[src/design/sfc_pkg.sv]
`timescale 1ns / 1ps
// Shared types, codes and reset values for the serial frame checker.
package sfc_pkg;

    // Reset values of the configuration registers.
    localparam logic [7:0] RST_HEADER_FIRST  = 8'h12;
    localparam logic [7:0] RST_HEADER_SECOND = 8'h34;
    localparam logic [7:0] RST_TAIL_FIRST    = 8'h1F;
    localparam logic [7:0] RST_TAIL_SECOND   = 8'h2F;
    localparam logic [7:0] RST_MAX_FRAME     = 8'h64;

    // Bytes of framing around the payload: header, length, checksum and tail.
    localparam logic [8:0] FRAME_OVERHEAD = 9'd6;
    // Position of the first byte after the length byte.
    localparam logic [7:0] FIRST_PAYLOAD_POS = 8'd3;

    // Configuration register indexes.
    typedef logic [2:0] t_cfg_index;
    localparam t_cfg_index CFG_HEADER_FIRST  = 3'd0;
    localparam t_cfg_index CFG_HEADER_SECOND = 3'd1;
    localparam t_cfg_index CFG_TAIL_FIRST    = 3'd2;
    localparam t_cfg_index CFG_TAIL_SECOND   = 3'd3;
    localparam t_cfg_index CFG_MAX_FRAME     = 3'd4;

    // Result status codes.
    typedef enum logic [2:0] {
        ST_OK        = 3'd0,
        ST_CHECKSUM  = 3'd1,
        ST_TAIL      = 3'd2,
        ST_SLIP      = 3'd3,
        ST_TOO_LONG  = 3'd4
    } t_status;

    // Parser phase: filling the header window, testing it, or inside a frame.
    typedef enum logic [1:0] {
        PH_FIRST  = 2'd0,
        PH_SECOND = 2'd1,
        PH_WINDOW = 2'd2,
        PH_FRAME  = 2'd3
    } t_phase;

    // Configuration register set.
    typedef struct packed {
        logic [7:0] header_first;
        logic [7:0] header_second;
        logic [7:0] tail_first;
        logic [7:0] tail_second;
        logic [7:0] max_frame_length;
    } t_cfg;

    // One result item.
    typedef struct packed {
        t_status     status;
        logic [7:0]  command;
        logic [7:0]  payload_length;
        logic [31:0] success_count;
        logic [7:0]  error_count;
    } t_result;

endpackage

[src/design/sfc_parser.sv]
`timescale 1ns / 1ps
// Frame parser: header window, position tracking, checksum and frame counters.
module sfc_parser (
    input  logic           i_clk,
    input  logic           i_rst_n,
    input  logic           i_step,
    input  logic [7:0]     i_byte,
    input  sfc_pkg::t_cfg  i_cfg,
    output logic           o_has_result,
    output sfc_pkg::t_result o_result
);
    import sfc_pkg::*;

    t_phase      r_phase, n_phase;
    logic [7:0]  r_held_first, n_held_first;
    logic [7:0]  r_held_second, n_held_second;
    logic [7:0]  r_pos, n_pos;
    logic [7:0]  r_total, n_total;
    logic [7:0]  r_sum, n_sum;
    logic [7:0]  r_first_payload, n_first_payload;
    logic [7:0]  r_check, n_check;
    logic [7:0]  r_tail_first, n_tail_first;
    logic [31:0] r_ok, n_ok;
    logic [7:0]  r_bad, n_bad;

    logic [8:0]  pos_plus3;
    logic [8:0]  pos_plus2;
    logic [8:0]  total_ext;
    logic [8:0]  new_total;

    // Position comparisons are done one bit wider so that nothing wraps.
    assign pos_plus3 = {1'b0, r_pos} + 9'd3;
    assign pos_plus2 = {1'b0, r_pos} + 9'd2;
    assign total_ext = {1'b0, r_total};
    assign new_total = {1'b0, i_byte} + FRAME_OVERHEAD;

    // State register; the parser advances only when a byte is processed.
    always_ff @(posedge i_clk) begin
        if (!i_rst_n) begin
            r_phase         <= PH_FIRST;
            r_held_first    <= '0;
            r_held_second   <= '0;
            r_pos           <= '0;
            r_total         <= '0;
            r_sum           <= '0;
            r_first_payload <= '0;
            r_check         <= '0;
            r_tail_first    <= '0;
            r_ok            <= '0;
            r_bad           <= '0;
        end else if (i_step) begin
            r_phase         <= n_phase;
            r_held_first    <= n_held_first;
            r_held_second   <= n_held_second;
            r_pos           <= n_pos;
            r_total         <= n_total;
            r_sum           <= n_sum;
            r_first_payload <= n_first_payload;
            r_check         <= n_check;
            r_tail_first    <= n_tail_first;
            r_ok            <= n_ok;
            r_bad           <= n_bad;
        end
    end

    // Next state and result for the byte at the input.
    always_comb begin
        logic restart;
        restart         = 1'b0;
        n_phase         = r_phase;
        n_held_first    = r_held_first;
        n_held_second   = r_held_second;
        n_pos           = r_pos;
        n_total         = r_total;
        n_sum           = r_sum;
        n_first_payload = r_first_payload;
        n_check         = r_check;
        n_tail_first    = r_tail_first;
        n_ok            = r_ok;
        n_bad           = r_bad;
        o_has_result    = 1'b0;
        o_result.status         = ST_OK;
        o_result.command        = '0;
        o_result.payload_length = '0;

        case (r_phase)
            PH_FIRST: begin
                n_held_first = i_byte;
                n_phase      = PH_SECOND;
            end
            PH_SECOND: begin
                n_held_second = i_byte;
                n_phase       = PH_WINDOW;
            end
            PH_WINDOW: begin
                if (r_held_first == i_cfg.header_first &&
                    r_held_second == i_cfg.header_second) begin
                    // Header found: this byte is the length.
                    if (new_total > {1'b0, i_cfg.max_frame_length}) begin
                        o_has_result            = 1'b1;
                        o_result.status         = ST_TOO_LONG;
                        o_result.payload_length = i_byte;
                        restart                 = 1'b1;
                    end else begin
                        n_total = new_total[7:0];
                        n_sum   = i_byte;
                        n_pos   = FIRST_PAYLOAD_POS;
                        n_phase = PH_FRAME;
                    end
                end else begin
                    // Header slip: slide the window by one byte.
                    n_held_first    = r_held_second;
                    n_held_second   = i_byte;
                    o_has_result    = 1'b1;
                    o_result.status = ST_SLIP;
                end
            end
            PH_FRAME: begin
                if (r_pos == FIRST_PAYLOAD_POS) begin
                    n_first_payload = i_byte;
                end
                n_pos = r_pos + 8'd1;
                if (pos_plus3 < total_ext) begin
                    n_sum = r_sum + i_byte;
                end else if (pos_plus3 == total_ext) begin
                    n_check = i_byte;
                end else if (pos_plus2 == total_ext) begin
                    n_tail_first = i_byte;
                end else begin
                    // Last byte of the frame: judge tail first, then checksum.
                    o_has_result            = 1'b1;
                    o_result.payload_length = r_total - FRAME_OVERHEAD[7:0];
                    restart                 = 1'b1;
                    if (r_tail_first != i_cfg.tail_first ||
                        i_byte != i_cfg.tail_second) begin
                        n_bad           = r_bad + 8'd1;
                        o_result.status = ST_TAIL;
                    end else if (r_sum != r_check) begin
                        n_bad           = r_bad + 8'd1;
                        o_result.status = ST_CHECKSUM;
                    end else begin
                        n_ok             = r_ok + 32'd1;
                        o_result.status  = ST_OK;
                        o_result.command = r_first_payload;
                    end
                end
            end
            default: begin
                n_phase = PH_FIRST;
            end
        endcase

        // Any finished or dropped frame starts the hunt again with an empty window.
        if (restart) begin
            n_phase         = PH_FIRST;
            n_held_first    = '0;
            n_held_second   = '0;
            n_pos           = '0;
            n_total         = '0;
            n_sum           = '0;
            n_first_payload = '0;
            n_check         = '0;
            n_tail_first    = '0;
        end

        o_result.success_count = n_ok;
        o_result.error_count   = n_bad;
    end

endmodule

[src/design/serial_frame_checker_unit.sv]
`timescale 1ns / 1ps
// Serial frame checker: top level with input register, parser and result queue.
//
// The checker takes one received byte per clock cycle while the result queue
// has room, and gives at most one result per byte. A byte is first captured in
// an input register; when it is consumed, the parser updates the header window,
// position counter and running checksum in one pass and places any result in a
// two-entry result queue (output register plus skid stage). The input stalls
// only when a byte waits in the input register while both result entries are
// full. Configuration registers are written through their own port, which is
// always ready, and should be changed only while no frame is in progress.
module serial_frame_checker_unit (
    input  logic                  i_clk,
    input  logic                  i_rst_n,
    // Received byte channel.
    input  logic                  i_rx_valid,
    output logic                  o_rx_stall,
    input  logic [7:0]            i_rx_byte,
    // Result channel.
    output logic                  o_res_valid,
    input  logic                  i_res_stall,
    output logic [2:0]            o_status,
    output logic [7:0]            o_command,
    output logic [7:0]            o_payload_length,
    output logic [31:0]           o_success_count,
    output logic [7:0]            o_error_count,
    // Configuration write channel.
    input  logic                  i_cfg_valid,
    output logic                  o_cfg_ready,
    input  sfc_pkg::t_cfg_index   i_cfg_index,
    input  logic [7:0]            i_cfg_data
);
    import sfc_pkg::*;

    t_cfg       r_cfg;
    logic       r_in_valid, n_in_valid;
    logic [7:0] r_in_byte;
    logic       r_out_valid, n_out_valid;
    logic       r_skid_valid, n_skid_valid;
    t_result    r_out, n_out;
    t_result    r_skid, n_skid;

    logic       in_load;
    logic       consume;
    logic       push;
    logic       pop;
    logic       has_result;
    t_result    result;

    // Configuration registers.
    assign o_cfg_ready = 1'b1;

    always_ff @(posedge i_clk) begin
        if (!i_rst_n) begin
            r_cfg.header_first     <= RST_HEADER_FIRST;
            r_cfg.header_second    <= RST_HEADER_SECOND;
            r_cfg.tail_first       <= RST_TAIL_FIRST;
            r_cfg.tail_second      <= RST_TAIL_SECOND;
            r_cfg.max_frame_length <= RST_MAX_FRAME;
        end else if (i_cfg_valid && o_cfg_ready) begin
            case (i_cfg_index)
                CFG_HEADER_FIRST:  r_cfg.header_first     <= i_cfg_data;
                CFG_HEADER_SECOND: r_cfg.header_second    <= i_cfg_data;
                CFG_TAIL_FIRST:    r_cfg.tail_first       <= i_cfg_data;
                CFG_TAIL_SECOND:   r_cfg.tail_second      <= i_cfg_data;
                CFG_MAX_FRAME:     r_cfg.max_frame_length <= i_cfg_data;
                default: ;
            endcase
        end
    end

    // Input register handshake.
    assign consume    = r_in_valid && !r_skid_valid;
    assign o_rx_stall = r_in_valid && r_skid_valid;
    assign in_load    = i_rx_valid && !o_rx_stall;

    always_comb begin
        n_in_valid = r_in_valid;
        if (in_load) begin
            n_in_valid = 1'b1;
        end else if (consume) begin
            n_in_valid = 1'b0;
        end
    end

    always_ff @(posedge i_clk) begin
        if (!i_rst_n) begin
            r_in_valid <= 1'b0;
        end else begin
            r_in_valid <= n_in_valid;
        end
    end

    always_ff @(posedge i_clk) begin
        if (in_load) begin
            r_in_byte <= i_rx_byte;
        end
    end

    // Parser.
    sfc_parser u_parser (
        .i_clk        (i_clk),
        .i_rst_n      (i_rst_n),
        .i_step       (consume),
        .i_byte       (r_in_byte),
        .i_cfg        (r_cfg),
        .o_has_result (has_result),
        .o_result     (result)
    );

    // Result queue: output register backed by a skid entry.
    assign push = consume && has_result;
    assign pop  = r_out_valid && !i_res_stall;

    always_comb begin
        n_out_valid  = r_out_valid;
        n_skid_valid = r_skid_valid;
        n_out        = r_out;
        n_skid       = r_skid;
        if (!r_out_valid || pop) begin
            if (r_skid_valid) begin
                n_out        = r_skid;
                n_out_valid  = 1'b1;
                n_skid_valid = 1'b0;
            end else if (push) begin
                n_out       = result;
                n_out_valid = 1'b1;
            end else begin
                n_out_valid = 1'b0;
            end
        end else if (push) begin
            n_skid       = result;
            n_skid_valid = 1'b1;
        end
    end

    always_ff @(posedge i_clk) begin
        if (!i_rst_n) begin
            r_out_valid  <= 1'b0;
            r_skid_valid <= 1'b0;
        end else begin
            r_out_valid  <= n_out_valid;
            r_skid_valid <= n_skid_valid;
        end
    end

    always_ff @(posedge i_clk) begin
        r_out  <= n_out;
        r_skid <= n_skid;
    end

    // Result ports.
    assign o_res_valid      = r_out_valid;
    assign o_status         = r_out.status;
    assign o_command        = r_out.command;
    assign o_payload_length = r_out.payload_length;
    assign o_success_count  = r_out.success_count;
    assign o_error_count    = r_out.error_count;

endmodule

[config.mk]
export PLATFORM = sky130hd
export DESIGN_NAME = serial_frame_checker_unit
export DESIGN_NICKNAME = d
export VERILOG_FILES = /design/src/design/sfc_pkg.sv /design/src/design/sfc_parser.sv /design/src/design/serial_frame_checker_unit.sv
export SDC_FILE = /design/constraint.sdc
export NUM_CORES = 1
export LEC_CHECK = 0
export BUFFER_PORTS_ARGS = -buffer_cell sky130_fd_sc_hd__buf_2
export CAP_MARGIN = 20
export CORE_MARGIN = 8
export CORE_UTILIZATION = 50
export CTS_CLUSTER_SIZE = 12
export DETAILED_ROUTE_END_ITERATION = 12
export HOLD_SLACK_MARGIN = 0.15
export PLACE_DENSITY = 0.68
export SYNTH_ARGS = -nofsm -noshare
export SYNTH_HDL_FRONTEND = slang
export SYNTH_SLANG_ARGS = --single-unit
[constraint.sdc]
create_clock -name i_clk -period 13.7 [get_ports i_clk]
set_input_delay 0.685 -clock i_clk [delete_from_list [all_inputs] [get_ports i_clk]]
set_output_delay 0.685 -clock i_clk [all_outputs]
set_load 0.01 [all_outputs]
==> qor.json <==
{
  "status": {"value": "finished, final reports clean"},
  "gp_congestion": {"value": 0.881},
  "yosys_most_used_dff": {"value": "dfxtp_1"},
  "wirelength_routed": {"value": 29400, "unit": "um"},
  "worst_pin_slew": {"value": 1050, "unit": "ps"},
  "initial_antenna_violation_count": {"value": 0},
  "cts_num_sinks": {"value": 275},
  "hp-class": {"value": "primary input to register"},
  "floorplan.io_pins": {"value": 86},
  "layout.cell_area.non_filler": {"value": 0.0149, "unit": "mm2"},
  "number_of_global_route_vias_before_repair": {"value": 8892},
  "worst_skew_pair.late_latency": {"value": 540, "unit": "ps"},
  "buffer_cell_driving_the_clock_tree_root": {"value": "clkbuf_16"},
  "cts_post_setup_buffers_inserted": {"value": 0},
  "routed_length_per_placed_instance": {"value": 17.2, "unit": "um"},
  "drv.max_cap_violation_count": {"value": 0},
  "detailedPlacementHpwl": {"value": 20000, "unit": "um"},
  "worst_clk_skew": {"value": 22.1, "unit": "ps"},
  "final_min_period_over_clock_period": {"value": 0.358},
  "yosys.cell_types.count": {"value": 71},
  "layout.cells.most_common": {"value": "nand2_1"},
  "post_route_hold_slack": {"value": 319, "unit": "ps"},
  "chipHeight": {"value": 180, "unit": "um"},
  "required": {"value": 13860, "unit": "ps"},
  "global_route_wire_length_before_repair": {"value": 47600, "unit": "um"},
  "worst_setup_hold_path_clk_slew": {"value": 60, "unit": "ps"},
  "synthCells": {"value": 1301},
  "critical_path_arrival": {"value": 5070, "unit": "ps"},
  "met2WireLength": {"value": 13400, "unit": "um"},
  "synth.yosys.seq_area_share": {"value": 0.502},
  "ys_seq_elements": {"value": 275},
  "die-area": {"value": 0.0325, "unit": "mm2"},
  "dpl-instance-area": {"value": 0.0141, "unit": "mm2"},
  "max_freq": {"value": 204, "unit": "MHz"},
  "final.setup.worst_slack": {"value": 8790, "unit": "ps"},
  "setup_repair_after_global_routing_missed_its_margin": {"value": "false"},
  "yosys.area.top_type_share": {"value": 0.280},
  "number_of_buffers_on_the_longest_clock_path": {"value": 3},
  "slew_headroom": {"value": 0.299},
  "post-layout-total-power": {"value": 1.66, "unit": "mW"},
  "synth-edff-count": {"value": 126},
  "sequential_cell_area": {"value": 0.00677, "unit": "mm2"},
  "cts_tree": {"value": "yes"},
  "lkg_pwr": {"value": 5.39, "unit": "nW"},
  "setup.worst_path.end_class": {"value": "register"},
  "tritoncts.num_buffers": {"value": 29},
  "yosysWarnings": {"value": 0},
  "detailedRoute.firstIterationViolations": {"value": 568},
  "avgSynthCellArea": {"value": 10.4, "unit": "um2"},
  "highest_layer": {"value": "met4"},
  "postSynth.asyncResetShare": {"value": 0},
  "timing_worst_setup_path_type": {"value": "register to register"},
  "final_layout_size_suffix_gt1_frac": {"value": 0.172},
  "reg2reg_slack": {"value": 8790, "unit": "ps"},
  "setup_tns": {"value": 0, "unit": "ps"},
  "min_from": {"value": "i_rx_byte[7]"},
  "finalWorstPathRequiredPeriod": {"value": 4910, "unit": "ps"},
  "die_width": {"value": 180, "unit": "um"},
  "total_met3_wirelength_after_detailed_routing": {"value": 1450, "unit": "um"},
  "ctsHtreeMaxLevel": {"value": 1},
  "synth.top_cells.by_area": {"value": "edfxtp_1, dfxtp_1, mux2_2"},
  "post_drt_via_cell_ratio": {"value": 5.47},
  "drt-pass1-iter-count": {"value": 5},
  "synth_nets": {"value": 1361},
  "numPortBuffers": {"value": 84},
  "total_routed_wire_length_on_the_met1_layer": {"value": 14100, "unit": "um"},
  "post_placement_worst_setup_slack": {"value": 8870, "unit": "ps"},
  "pin_count_of_the_biggest_net_entering_global_routing": {"value": 108},
  "timing_hold_violations_final": {"value": 0},
  "count_of_cells_resized_by_post_cts_repair": {"value": 0},
  "hold_bufs_at_cts": {"value": 0},
  "route.detailed.drc": {"value": 0},
  "globalRouteTotalUtil": {"value": 0.175},
  "floorplan.initialDensity": {"value": 0.505},
  "p_per_area": {"value": 112, "unit": "mW/mm2"},
  "yosys.area.top_type": {"value": "edfxtp_1"},
  "report.final.slew_viol_count": {"value": 0},
  "synth.cell_area": {"value": 0.0135, "unit": "mm2"},
  "timing.rr.start": {"value": "r_in_byte[1]$_DFFE_PP_"},
  "syn2layout_area_growth": {"value": 10.7, "unit": "%"},
  "core": {"value": 0.0267, "unit": "mm2"},
  "aggregate_global_routing_overflow": {"value": 0},
  "route.antenna.remaining_nets": {"value": 0},
  "commonest_cells_after_routing_fill_and_taps_aside": {"value": "nand2_1, dfxtp_1, edfxtp_1"},
  "diodes": {"value": 0},
  "multi_input_area": {"value": 0.00628, "unit": "mm2"},
  "setup_viol": {"value": 0},
  "placement_rows": {"value": 60},
  "vias": {"value": 9357},
  "cp-start-kind": {"value": "register"},
  "crit_fanout": {"value": 46},
  "num-fill-cells": {"value": 2326},
  "cp-startpoint": {"value": "r_in_byte[1]$_DFFE_PP_"},
  "vdd.ir_drop.worst": {"value": 0.0000866, "unit": "V"},
  "fin_nets": {"value": 1409}
}
[registers in the layout, indices dropped and copies added, names as in the netlist, 32 cells and up]
register         flops
r_cfg               40
u_parser.r_ok       32
o_success_count     32
r_skid              59
[per-layer routing]
layer,GRT usage,up-vias
met2,0.286,194
met4,0.0403,0
met5,0,-
met3,0.0292,35
met1,0.239,4456
li1,-,4672
[power by group]
group / internal, mW / total, mW / switching (mW)
sequential: 0.864 / 0.877 / 0.0133
clock: 0.399 / 0.706 / 0.307
combinational: 0.0324 / 0.0819 / 0.0495
total: 1.29 / 1.66 / 0.370
[Yosys cell counts (31+ instances only)]
library cell / instances
nor2_1: 42
xnor2_1: 83
mux2_2: 68
clkbuf_1: 51
a21boi_0: 31
nand3_1: 76
and2_1: 45
edfxtp_1: 126
nor3_1: 36
xor2_1: 56
o21ai_0: 49
nand2_1: 163
dfxtp_1: 149
ha_1: 35
[metrics by stage]
| step | util | instances |
|---|---|---|
| after CTS | 0.559 | 1710 |
| after global routing | 0.559 | 1710 |
| final | 0.559 | 1710 |
| after global placement | 0.527 | 1657 |
| after detailed placement | 0.527 | 1659 |
| after floorplan | - | 1301 |
[critical path, stage by stage (launching register included)]
cell      delay, ps
edfxtp_1        600
inv_1           170
ha_1            280
nor2_1          140
xor2_1          100
ha_1            320
nand3_1         130
nor3_1          220
nor3_1           70
o32ai_1         670
nand2b_1        190
a21o_1          130
nor3b_2         800
buf_4           650
[layout make-up]
cell class                 instances  area share
inverter                          28     0.00704
timing repair buffer              96      0.0342
multi-input combinational        919       0.421
clock inverter                     9     0.00310
sequential                       275       0.453
tap                              341      0.0286
clock buffer                      42      0.0532
[logic make-up (layout without fill, tap and decap cells)]
family / after synthesis / after routing / share of synthesized area
and+or+nand+nor: 485 / 485 / 0.181
DFF: 275 / 275 / 0.502
AOI/OAI and AO/OA: 169 / 169 / 0.0863
xor gates and xnor gates: 139 / 139 / 0.0902
buffers and inverters: 107 / 175 / 0.0343
muxes: 89 / 89 / 0.0727
adders and majority gates: 36 / 36 / 0.0339
other: 1 / 1 / 0.000278
[final timing paths]
kind	cells after the start	to
min reg2reg	2	u_parser.r_first_payload[5]$_SDFFE_PN0P_
min	1	r_in_byte[7]$_DFFE_PP_
max reg2reg	13	r_skid[52]$_DFFE_PP_
max	13	r_skid[52]$_DFFE_PP_
Power figures use the tool's default switching activity.
